File: config.mk
export PLATFORM = sky130hd
export DESIGN_NAME = energy_vad_endpoint_detector_core_flat
export DESIGN_NICKNAME = d
export VERILOG_FILES = /design/src/design/evad_pkg.sv /design/src/design/evad_req_if.sv /design/src/design/evad_rsp_if.sv /design/src/design/evad_step.sv /design/src/design/energy_vad_endpoint_detector_core.sv /design/src/flat_wrapper.sv
export SDC_FILE = /design/constraint.sdc
export NUM_CORES = 1
export LEC_CHECK = 0
export ABC_AREA = 1
export BUFFER_PORTS_ARGS = -buffer_cell sky130_fd_sc_hd__buf_2
export CORE_ASPECT_RATIO = 0.8
export CORE_UTILIZATION = 40
export CTS_BUF_LIST = sky130_fd_sc_hd__clkbuf_16
export DETAILED_ROUTE_END_ITERATION = 7
export PLACE_DENSITY = 0.55
export SYNTH_ARGS = -nofsm -noshare
export SYNTH_HDL_FRONTEND = slang
export SYNTH_SLANG_ARGS = --single-unit
File: constraint.sdc
create_clock -name clk_i -period 18.75 [get_ports clk_i]
set_input_delay 1.875 -clock clk_i [delete_from_list [all_inputs] [get_ports clk_i]]
set_output_delay 1.875 -clock clk_i [all_outputs]
set_load 0.02 [all_outputs]
File: src/design/evad_pkg.sv
// Package: types, constants and register map of the energy VAD endpoint detector.
`timescale 1ns / 1ps
package evad_pkg;

  // Register indexes (byte address = 4 * index)
  localparam int unsigned NumRegs = 8;
  localparam int unsigned AddrW   = 5;
  localparam logic [2:0] REG_FLOOR_INIT   = 3'd0;
  localparam logic [2:0] REG_CALIB_TICKS  = 3'd1;
  localparam logic [2:0] REG_START_MIN    = 3'd2;
  localparam logic [2:0] REG_SILENCE_MIN  = 3'd3;
  localparam logic [2:0] REG_LOUD_NEEDED  = 3'd4;
  localparam logic [2:0] REG_SILENT_NEED  = 3'd5;
  localparam logic [2:0] REG_MIN_TICKS    = 3'd6;
  localparam logic [2:0] REG_MAX_TICKS    = 3'd7;

  // Stop reasons
  localparam logic [1:0] END_NONE   = 2'd0;
  localparam logic [1:0] END_SPEECH = 2'd1;
  localparam logic [1:0] END_LIMIT  = 2'd2;

  // Q.8 gains and integer offsets
  localparam logic [9:0] GAIN_START   = 10'd614;
  localparam logic [8:0] GAIN_SILENCE = 9'd422;
  localparam logic [7:0] GAIN_KEEP    = 8'd220;
  localparam logic [5:0] GAIN_NEW     = 6'd36;
  localparam logic [6:0] OFFSET_START   = 7'd120;
  localparam logic [6:0] OFFSET_SILENCE = 7'd80;

  // Register reset values
  localparam logic [15:0] RST_FLOOR_INIT  = 16'd180;
  localparam logic [3:0]  RST_CALIB_TICKS = 4'd2;
  localparam logic [15:0] RST_START_MIN   = 16'd380;
  localparam logic [15:0] RST_SILENCE_MIN = 16'd300;
  localparam logic [3:0]  RST_LOUD_NEEDED = 4'd2;
  localparam logic [5:0]  RST_SILENT_NEED = 6'd7;
  localparam logic [7:0]  RST_MIN_TICKS   = 8'd10;
  localparam logic [7:0]  RST_MAX_TICKS   = 8'd60;

  typedef struct packed {
    logic [15:0] noise_floor_init;
    logic [3:0]  calib_ticks;
    logic [15:0] start_level_min;
    logic [15:0] silence_level_min;
    logic [3:0]  loud_ticks_needed;
    logic [5:0]  silent_ticks_needed;
    logic [7:0]  min_session_ticks;
    logic [7:0]  max_session_ticks;
  } evad_cfg_t;

  typedef struct packed {
    logic [7:0]  tick_counter;
    logic [3:0]  loud_run;
    logic [5:0]  silent_run;
    logic [23:0] noise_floor_fx;
    logic        speech_seen;
    logic        session_done;
    logic [1:0]  end_code;
  } evad_state_t;

  typedef struct packed {
    logic        cmd;
    logic [15:0] level;
    logic        level_valid;
  } evad_req_t;

endpackage

File: src/design/evad_req_if.sv
// Request channel: command, level and level-valid flag.
`timescale 1ns / 1ps
interface evad_req_if;
  logic        valid;
  logic        ready;
  logic        cmd;
  logic [15:0] level;
  logic        level_valid;

  modport source (output valid, cmd, level, level_valid, input ready);
  modport sink   (input valid, cmd, level, level_valid, output ready);
endinterface

File: src/design/evad_rsp_if.sv
// Response channel: session status after each request.
`timescale 1ns / 1ps
interface evad_rsp_if;
  logic        valid;
  logic        ready;
  logic        heard_speech;
  logic        stop;
  logic [1:0]  end_reason;
  logic [15:0] floor_now;
  logic [7:0]  tick_count;

  modport source (output valid, heard_speech, stop, end_reason, floor_now, tick_count,
                  input ready);
  modport sink   (input valid, heard_speech, stop, end_reason, floor_now, tick_count,
                  output ready);
endinterface

File: src/design/evad_step.sv
// Next-state logic for one request: calibration, thresholds, floor adaptation, stop checks.
`timescale 1ns / 1ps
module evad_step
  import evad_pkg::*;
(
  input  evad_cfg_t   cfg_i,
  input  evad_state_t state_i,
  input  evad_req_t   req_i,
  output evad_state_t state_o
);

  logic [7:0]  tick_inc;
  logic [23:0] lv;
  logic [24:0] calib_sum;
  logic [33:0] start_prod;
  logic [32:0] silence_prod;
  logic [26:0] start_gain_thr;
  logic [26:0] silence_gain_thr;
  logic [26:0] start_min_thr;
  logic [26:0] silence_min_thr;
  logic [26:0] start_thr;
  logic [26:0] silence_thr;
  logic [31:0] adapt_sum;
  logic        loud;
  logic        silent;
  logic        ended;
  logic        hard;
  evad_state_t nxt;

  assign tick_inc  = (state_i.tick_counter != 8'hFF) ? state_i.tick_counter + 8'd1
                                                     : state_i.tick_counter;
  assign lv        = {req_i.level, 8'h00};
  assign calib_sum = {1'b0, state_i.noise_floor_fx} + {1'b0, lv};

  // floor * gain, truncated back to Q.8, plus offset in Q.8
  assign start_prod       = 34'(state_i.noise_floor_fx) * 34'(GAIN_START);
  assign silence_prod     = 33'(state_i.noise_floor_fx) * 33'(GAIN_SILENCE);
  assign start_gain_thr   = 27'(start_prod[33:8]) + 27'({OFFSET_START, 8'h00});
  assign silence_gain_thr = 27'(silence_prod[32:8]) + 27'({OFFSET_SILENCE, 8'h00});
  assign start_min_thr    = 27'({cfg_i.start_level_min, 8'h00});
  assign silence_min_thr  = 27'({cfg_i.silence_level_min, 8'h00});
  assign start_thr   = (start_min_thr > start_gain_thr) ? start_min_thr : start_gain_thr;
  assign silence_thr = (silence_min_thr > silence_gain_thr) ? silence_min_thr
                                                            : silence_gain_thr;
  assign loud   = 27'(lv) > start_thr;
  assign silent = 27'(lv) < silence_thr;

  // sum stays below 2^32 since the gains add up to 256
  assign adapt_sum = 32'(state_i.noise_floor_fx) * 32'(GAIN_KEEP)
                   + 32'(lv) * 32'(GAIN_NEW);

  always_comb begin
    nxt   = state_i;
    ended = 1'b0;
    hard  = 1'b0;
    if (req_i.cmd) begin
      nxt.tick_counter   = '0;
      nxt.loud_run       = '0;
      nxt.silent_run     = '0;
      nxt.noise_floor_fx = {cfg_i.noise_floor_init, 8'h00};
      nxt.speech_seen    = 1'b0;
      nxt.session_done   = 1'b0;
      nxt.end_code       = END_NONE;
    end else if (!state_i.session_done) begin
      nxt.tick_counter = tick_inc;
      if (req_i.level_valid) begin
        if (tick_inc <= {4'h0, cfg_i.calib_ticks}) begin
          nxt.noise_floor_fx = calib_sum[24:1];
        end else if (!state_i.speech_seen) begin
          if (loud) begin
            if (state_i.loud_run != 4'hF) begin
              nxt.loud_run = state_i.loud_run + 4'd1;
            end
          end else begin
            nxt.loud_run       = '0;
            nxt.noise_floor_fx = adapt_sum[31:8];
          end
          if (nxt.loud_run >= cfg_i.loud_ticks_needed) begin
            nxt.speech_seen = 1'b1;
            nxt.silent_run  = '0;
          end
        end else begin
          if (silent) begin
            if (state_i.silent_run != 6'h3F) begin
              nxt.silent_run = state_i.silent_run + 6'd1;
            end
          end else begin
            nxt.silent_run = '0;
          end
        end
      end
      ended = nxt.speech_seen && (nxt.silent_run >= cfg_i.silent_ticks_needed)
           && (nxt.tick_counter >= cfg_i.min_session_ticks);
      hard  = nxt.tick_counter >= cfg_i.max_session_ticks;
      if (ended || hard) begin
        nxt.session_done = 1'b1;
        nxt.end_code     = ended ? END_SPEECH : END_LIMIT;
      end
    end
  end

  assign state_o = nxt;

endmodule

File: src/design/energy_vad_endpoint_detector_core.sv
// Top level of the energy VAD endpoint detector: register file, request and result stages.
//
//  channel | direction | handshake          | payload
//  --------+-----------+--------------------+-------------------------------------------------
//  req_i   | in        | valid / ready      | cmd, level, level_valid
//  rsp_o   | out       | valid / ready      | heard_speech, stop, end_reason, floor_now,
//          |           |                    | tick_count
//  APB     | in        | psel/penable/pready| 8 registers at byte address 4*index
//
// A request is registered, then evaluated against the session state into the result
// register; one request per cycle is sustained while rsp_o.ready stays high.
// The session state updates when a request moves into the result register.
// Reset puts the state as if a session had just started. A stalled result holds the stage
// while one more request waits in the input register.
`timescale 1ns / 1ps
module energy_vad_endpoint_detector_core
  import evad_pkg::*;
(
  input  logic              clk_i,
  input  logic              rst_ni,
  evad_req_if.sink          req_i,
  evad_rsp_if.source        rsp_o,
  input  logic              psel,
  input  logic              penable,
  input  logic              pwrite,
  input  logic [AddrW-1:0]  paddr,
  input  logic [31:0]       pwdata,
  output logic [31:0]       prdata,
  output logic              pready
);

  evad_cfg_t   cfg_q;
  evad_state_t state_q;
  evad_state_t state_d;
  evad_req_t   req_q;
  logic        req_vld_q;
  evad_state_t rsp_q;
  logic        rsp_vld_q;
  logic        advance;
  logic        req_take;
  logic        cfg_wr;
  logic [2:0]  reg_idx;

  // ---------------- configuration ----------------
  assign pready  = 1'b1;
  assign cfg_wr  = psel && penable && pwrite && pready;
  assign reg_idx = paddr[AddrW-1:2];

  always_ff @(posedge clk_i or negedge rst_ni) begin
    if (!rst_ni) begin
      cfg_q.noise_floor_init    <= RST_FLOOR_INIT;
      cfg_q.calib_ticks         <= RST_CALIB_TICKS;
      cfg_q.start_level_min     <= RST_START_MIN;
      cfg_q.silence_level_min   <= RST_SILENCE_MIN;
      cfg_q.loud_ticks_needed   <= RST_LOUD_NEEDED;
      cfg_q.silent_ticks_needed <= RST_SILENT_NEED;
      cfg_q.min_session_ticks   <= RST_MIN_TICKS;
      cfg_q.max_session_ticks   <= RST_MAX_TICKS;
    end else if (cfg_wr) begin
      case (reg_idx)
        REG_FLOOR_INIT:  cfg_q.noise_floor_init    <= pwdata[15:0];
        REG_CALIB_TICKS: cfg_q.calib_ticks         <= pwdata[3:0];
        REG_START_MIN:   cfg_q.start_level_min     <= pwdata[15:0];
        REG_SILENCE_MIN: cfg_q.silence_level_min   <= pwdata[15:0];
        REG_LOUD_NEEDED: cfg_q.loud_ticks_needed   <= pwdata[3:0];
        REG_SILENT_NEED: cfg_q.silent_ticks_needed <= pwdata[5:0];
        REG_MIN_TICKS:   cfg_q.min_session_ticks   <= pwdata[7:0];
        REG_MAX_TICKS:   cfg_q.max_session_ticks   <= pwdata[7:0];
        default: ;
      endcase
    end
  end

  always_comb begin
    case (reg_idx)
      REG_FLOOR_INIT:  prdata = 32'(cfg_q.noise_floor_init);
      REG_CALIB_TICKS: prdata = 32'(cfg_q.calib_ticks);
      REG_START_MIN:   prdata = 32'(cfg_q.start_level_min);
      REG_SILENCE_MIN: prdata = 32'(cfg_q.silence_level_min);
      REG_LOUD_NEEDED: prdata = 32'(cfg_q.loud_ticks_needed);
      REG_SILENT_NEED: prdata = 32'(cfg_q.silent_ticks_needed);
      REG_MIN_TICKS:   prdata = 32'(cfg_q.min_session_ticks);
      REG_MAX_TICKS:   prdata = 32'(cfg_q.max_session_ticks);
      default:         prdata = '0;
    endcase
  end

  // ---------------- request / result stages ----------------
  assign advance     = req_vld_q && (!rsp_vld_q || rsp_o.ready);
  assign req_i.ready = !req_vld_q || advance;
  assign req_take    = req_i.valid && req_i.ready;

  always_ff @(posedge clk_i or negedge rst_ni) begin
    if (!rst_ni) begin
      req_vld_q <= 1'b0;
      rsp_vld_q <= 1'b0;
    end else begin
      if (req_take) begin
        req_vld_q <= 1'b1;
      end else if (advance) begin
        req_vld_q <= 1'b0;
      end
      if (advance) begin
        rsp_vld_q <= 1'b1;
      end else if (rsp_o.ready) begin
        rsp_vld_q <= 1'b0;
      end
    end
  end

  always_ff @(posedge clk_i) begin
    if (req_take) begin
      req_q.cmd         <= req_i.cmd;
      req_q.level       <= req_i.level;
      req_q.level_valid <= req_i.level_valid;
    end
    if (advance) begin
      rsp_q <= state_d;
    end
  end

  evad_step u_step (
    .cfg_i   (cfg_q),
    .state_i (state_q),
    .req_i   (req_q),
    .state_o (state_d)
  );

  always_ff @(posedge clk_i or negedge rst_ni) begin
    if (!rst_ni) begin
      state_q.tick_counter   <= '0;
      state_q.loud_run       <= '0;
      state_q.silent_run     <= '0;
      state_q.noise_floor_fx <= {RST_FLOOR_INIT, 8'h00};
      state_q.speech_seen    <= 1'b0;
      state_q.session_done   <= 1'b0;
      state_q.end_code       <= END_NONE;
    end else if (advance) begin
      state_q <= state_d;
    end
  end

  assign rsp_o.valid        = rsp_vld_q;
  assign rsp_o.heard_speech = rsp_q.speech_seen;
  assign rsp_o.stop         = rsp_q.session_done;
  assign rsp_o.end_reason   = rsp_q.end_code;
  assign rsp_o.floor_now    = rsp_q.noise_floor_fx[23:8];
  assign rsp_o.tick_count   = rsp_q.tick_counter;

endmodule
File: src/flat_wrapper.sv
// flat-port wrapper written by rule: the top's interface ports become plain ports
module energy_vad_endpoint_detector_core_flat import evad_pkg::*;
  (clk_i, rst_ni, psel, penable, pwrite, paddr, pwdata, prdata, pready, req_i_valid, req_i_cmd, req_i_level, req_i_level_valid, req_i_ready, rsp_o_valid, rsp_o_heard_speech, rsp_o_stop, rsp_o_end_reason, rsp_o_floor_now, rsp_o_tick_count, rsp_o_ready);
  evad_req_if req_i_i ();
  evad_rsp_if rsp_o_i ();
  input  logic clk_i;
  input  logic rst_ni;
  input  logic psel;
  input  logic penable;
  input  logic pwrite;
  input  logic [AddrW-1:0] paddr;
  input  logic [31:0] pwdata;
  output logic [31:0] prdata;
  output logic pready;
  input wire logic [$bits(req_i_i.valid)-1:0] req_i_valid;
  input wire logic [$bits(req_i_i.cmd)-1:0] req_i_cmd;
  input wire logic [$bits(req_i_i.level)-1:0] req_i_level;
  input wire logic [$bits(req_i_i.level_valid)-1:0] req_i_level_valid;
  output wire logic [$bits(req_i_i.ready)-1:0] req_i_ready;
  output wire logic [$bits(rsp_o_i.valid)-1:0] rsp_o_valid;
  output wire logic [$bits(rsp_o_i.heard_speech)-1:0] rsp_o_heard_speech;
  output wire logic [$bits(rsp_o_i.stop)-1:0] rsp_o_stop;
  output wire logic [$bits(rsp_o_i.end_reason)-1:0] rsp_o_end_reason;
  output wire logic [$bits(rsp_o_i.floor_now)-1:0] rsp_o_floor_now;
  output wire logic [$bits(rsp_o_i.tick_count)-1:0] rsp_o_tick_count;
  input wire logic [$bits(rsp_o_i.ready)-1:0] rsp_o_ready;
  assign req_i_i.valid = req_i_valid;
  assign req_i_i.cmd = req_i_cmd;
  assign req_i_i.level = req_i_level;
  assign req_i_i.level_valid = req_i_level_valid;
  assign req_i_ready = req_i_i.ready;
  assign rsp_o_valid = rsp_o_i.valid;
  assign rsp_o_heard_speech = rsp_o_i.heard_speech;
  assign rsp_o_stop = rsp_o_i.stop;
  assign rsp_o_end_reason = rsp_o_i.end_reason;
  assign rsp_o_floor_now = rsp_o_i.floor_now;
  assign rsp_o_tick_count = rsp_o_i.tick_count;
  assign rsp_o_i.ready = rsp_o_ready;
  energy_vad_endpoint_detector_core u_core (.clk_i(clk_i), .rst_ni(rst_ni), .req_i(req_i_i), .rsp_o(rsp_o_i), .psel(psel), .penable(penable), .pwrite(pwrite), .paddr(paddr), .pwdata(pwdata), .prdata(prdata), .pready(pready));
endmodule
==> summary.md <==
| Metric | Value |
|---|---|
| Most frequent CP cell | nand2_1 |
| Largest net degree at the start of global routing | 75 |
| Synth Instances | 3156 |
| Num rows | 80 |
| Most common cell after layout, fill and taps aside | nand2_1 |
| HP Class | reg -> reg |
| Ratio of cells with drive above 1 in the final layout | 0.0843 |
| Max Cap Viol | 0 |
| Status | completed |
| Die area | 61200 µm² |
| CP Buf/Inv Count | 8 |
| Worst path max stage delay | 0.62 ns |
| CORE AREA | 59600 µm² |
| Synth unique cells | 64 |
| Final Hold Viols | 0 |
| TritonCTS Buffers | 17 |
| Congestion Overflow GR | 0 |
| Slew Limit Fails | 0 |
| Worst hold slack | 0.492 ns |
| Largest delay share family, worst path | adder cells |
| # port buffers | 89 |
| Cell Area, Synth | 24100 µm² |
| Reg2Reg Depth | 62 |
| Post-synth EDFFs | 46 |
| Main synth FF type | dfrtp_1 |
| Max clock buf depth | 2 |
| Detailed-route wire length | 79400 µm |
| Post-CTS resize count | 0 |
| Multi-input logic area | 16900 µm² |
| Vias per cell | 5.28 |
| Die height | 221 µm |
| Main area contributors after synthesis | ha_1 (17%), fa_1 (15%), nand2_1 (11%), dfrtp_1 (10%), inv_1 (9.3%) |
| Crit. End Element | flop |
| Syn_area_per_cell | 7.63 µm² |
| Tightest Pin Transition | 1.33 ns |
| Setup Fix Bufs, Post-CTS | 0 |
| Worst Min Path Start | u_core.cfg_q[6] |
| Fraction of registers with async set/reset | 0.733 |
| Share of the synthesized area in the top cell type | 0.169 |
| R2r endpoint | u_core.rsp_o.end_reason[0] |
| First drt pass iteration count | 6 |
| Filler cell count | 6020 |
| Horiz. Die Dim | 276 µm |
| Num ports | 125 |
| Seq/Total Area, Yosys | 0.190 |
| Arr. time, crit path | 12.30 ns |
| Final ANT Viol Nets | 0 |
| Routability cong. | 0.950 |
| Setup Viol. Count Final | 0 |
| Worst skew pair latency | 0.47 ns |
| Critical Path RT | 18.94 ns |
| Sequential cell area | 4570 µm² |
| Vias post-DR | 21.2k |
| # diodes | 0 |
| CTS Root Cell | clkbuf_16 |
| TritonCTS clock tree | done |
| R2R Setup Slk | 6.63 ns |
| Area Growth Syn to Fin | 7.55% |
| Worst r2r src | u_core.state_q[20] |
| Biggest area consumer among synthesized cells | ha_1 |
| Worst Path Max Fanout | 32 |
| Final period util | 0.646 |
| Number of global-route vias before repair | 20.9k |
| CTS clock-pin slew for the worst setup and hold paths | 0.07 ns |
| Critical Path Stages | 62 |
| Initial DRC count | 1575 |
| Sink Count | 172 |
| Unrepaired setup endpoints after global routing | false |
| Global-route wire length before repair | 123000 µm |
| Clock skew | 0.0244 ns |
| Yosys warnings | 0 |
| Nets | 3793 |
| Initial antenna violation count | 5 |
| Setup TNS | 0 ns |
| Hold Buf Count CTS | 0 |
| Hold endpoint | u_core.cfg_q[6] |
| Rel. slew slack | 0.110 |
| Level count of the clock H-tree | 4 |
| Max stage delay cell, worst path | fa_1 |
| Effective utilization at floorplan | 0.404 |
| Leading cell types in the layout, fill and taps excluded | nand2_1 (704), inv_1 (595), ha_1 (325) |
| FMAX | 82.5 MHz |
| Total global-route track usage | 0.264 |
| Final HPWL DP | 67200 µm |
| Type of the worst setup path | reg -> reg |
| Startpoint types | flop |
| Flops & latches, synth | 172 |
| Hold path depth | 2 |
| # DRC | 0 |
| Wirelength per Cell | 19.8 µm |
| Fin crit period | 12.12 ns |
## cells in the mapped netlist, types with 11 or more instances
library cell	instances
buf_4	19
nand4_1	38
dfrtp_1	97
or2_2	17
nand2_1	704
ha_1	325
nand3_1	143
o21bai_1	23
edfxtp_1	46
xnor2_1	42
a21o_1	11
a21boi_1	14
clkbuf_1	36
a221oi_1	11
nor2_1	119
o22ai_1	16
nor3_1	26
nand2_2	48
o21ai_0	187
fa_1	181
a22oi_1	15
a21oi_1	193
inv_1	594
xor2_1	80
dfstp_2	29
## logic make-up (layout without fill, tap and decap cells)
kind of cell | after synthesis | in the layout | synth area share
flops | 172 | 172 | 0.190
buf+inv | 669 | 736 | 0.109
fa+ha+maj | 506 | 506 | 0.319
compound gates | 530 | 530 | 0.126
xor+xnor | 123 | 123 | 0.0451
simple gates | 1154 | 1154 | 0.210
other cells | 2 | 17 | 0.000312
## registers in the layout (all words and copies together), names as in the netlist
name                       cells
u_core.cfg_q                  78
u_core.state_q                46
u_core.req_q                  18
u_core.rsp_o.floor_now        16
u_core.rsp_o.tick_count        8
u_core.rsp_o.end_reason        2
u_core.req_vld_q               1
u_core.rsp_o.heard_speech      1
u_core.rsp_o.stop              1
u_core.rsp_o.valid             1
## routing by layer
metal  wire length (µm)  global-route usage  up-vias
met4               1230              0.0517        2
met2              32000               0.376      652
met1              38900               0.392    10194
met3               7250              0.0743       70
met5                 13                   0        -
li1                   -                   -    10303
## metrics by stage
step	util	instances	setup WS, ns	instance area, µm²
3_5_place_dp	0.424	3985	6.79	25300
2_1_floorplan	-	3171	8.92	24100
3_3_place_gp	0.424	3985	6.89	25300
6_report	0.435	4017	6.63	25900
4_1_cts	0.435	4017	6.74	25900
5_1_grt	0.435	4017	5.81	25900
## cell type report
type | instances | area share
Sequential cell | 172 | 0.177
Clock buffer | 18 | 0.0174
Multi-Input combinational cell | 2330 | 0.654
Tap cell | 779 | 0.0376
Timing Repair Buffer | 99 | 0.0202
Inverter | 605 | 0.0877
Clock inverter | 14 | 0.00619
## tightest hold or removal path, stage by stage (launching register included)
cell     delay [ns]
dfrtp_1        0.35
nand2_1        0.05
o21ai_0        0.06
## worst max path at each step
stage                                   from                    endpoint  slack, ns
final                     u_core.state_q[20]  u_core.rsp_o.end_reason[0]       6.63
after global routing      u_core.state_q[22]           u_core.state_q[0]       5.81
after global placement    u_core.state_q[18]  u_core.rsp_o.end_reason[0]       6.89
after detailed placement  u_core.state_q[20]  u_core.rsp_o.end_reason[0]       6.79
after CTS                 u_core.state_q[20]  u_core.rsp_o.end_reason[0]       6.74
after floorplan           u_core.state_q[20]  u_core.rsp_o.end_reason[0]       8.92
Power is left out: the tool's default activity adds up to more than one toggle a clock period on the data nets, which glitch-free logic cannot reach.
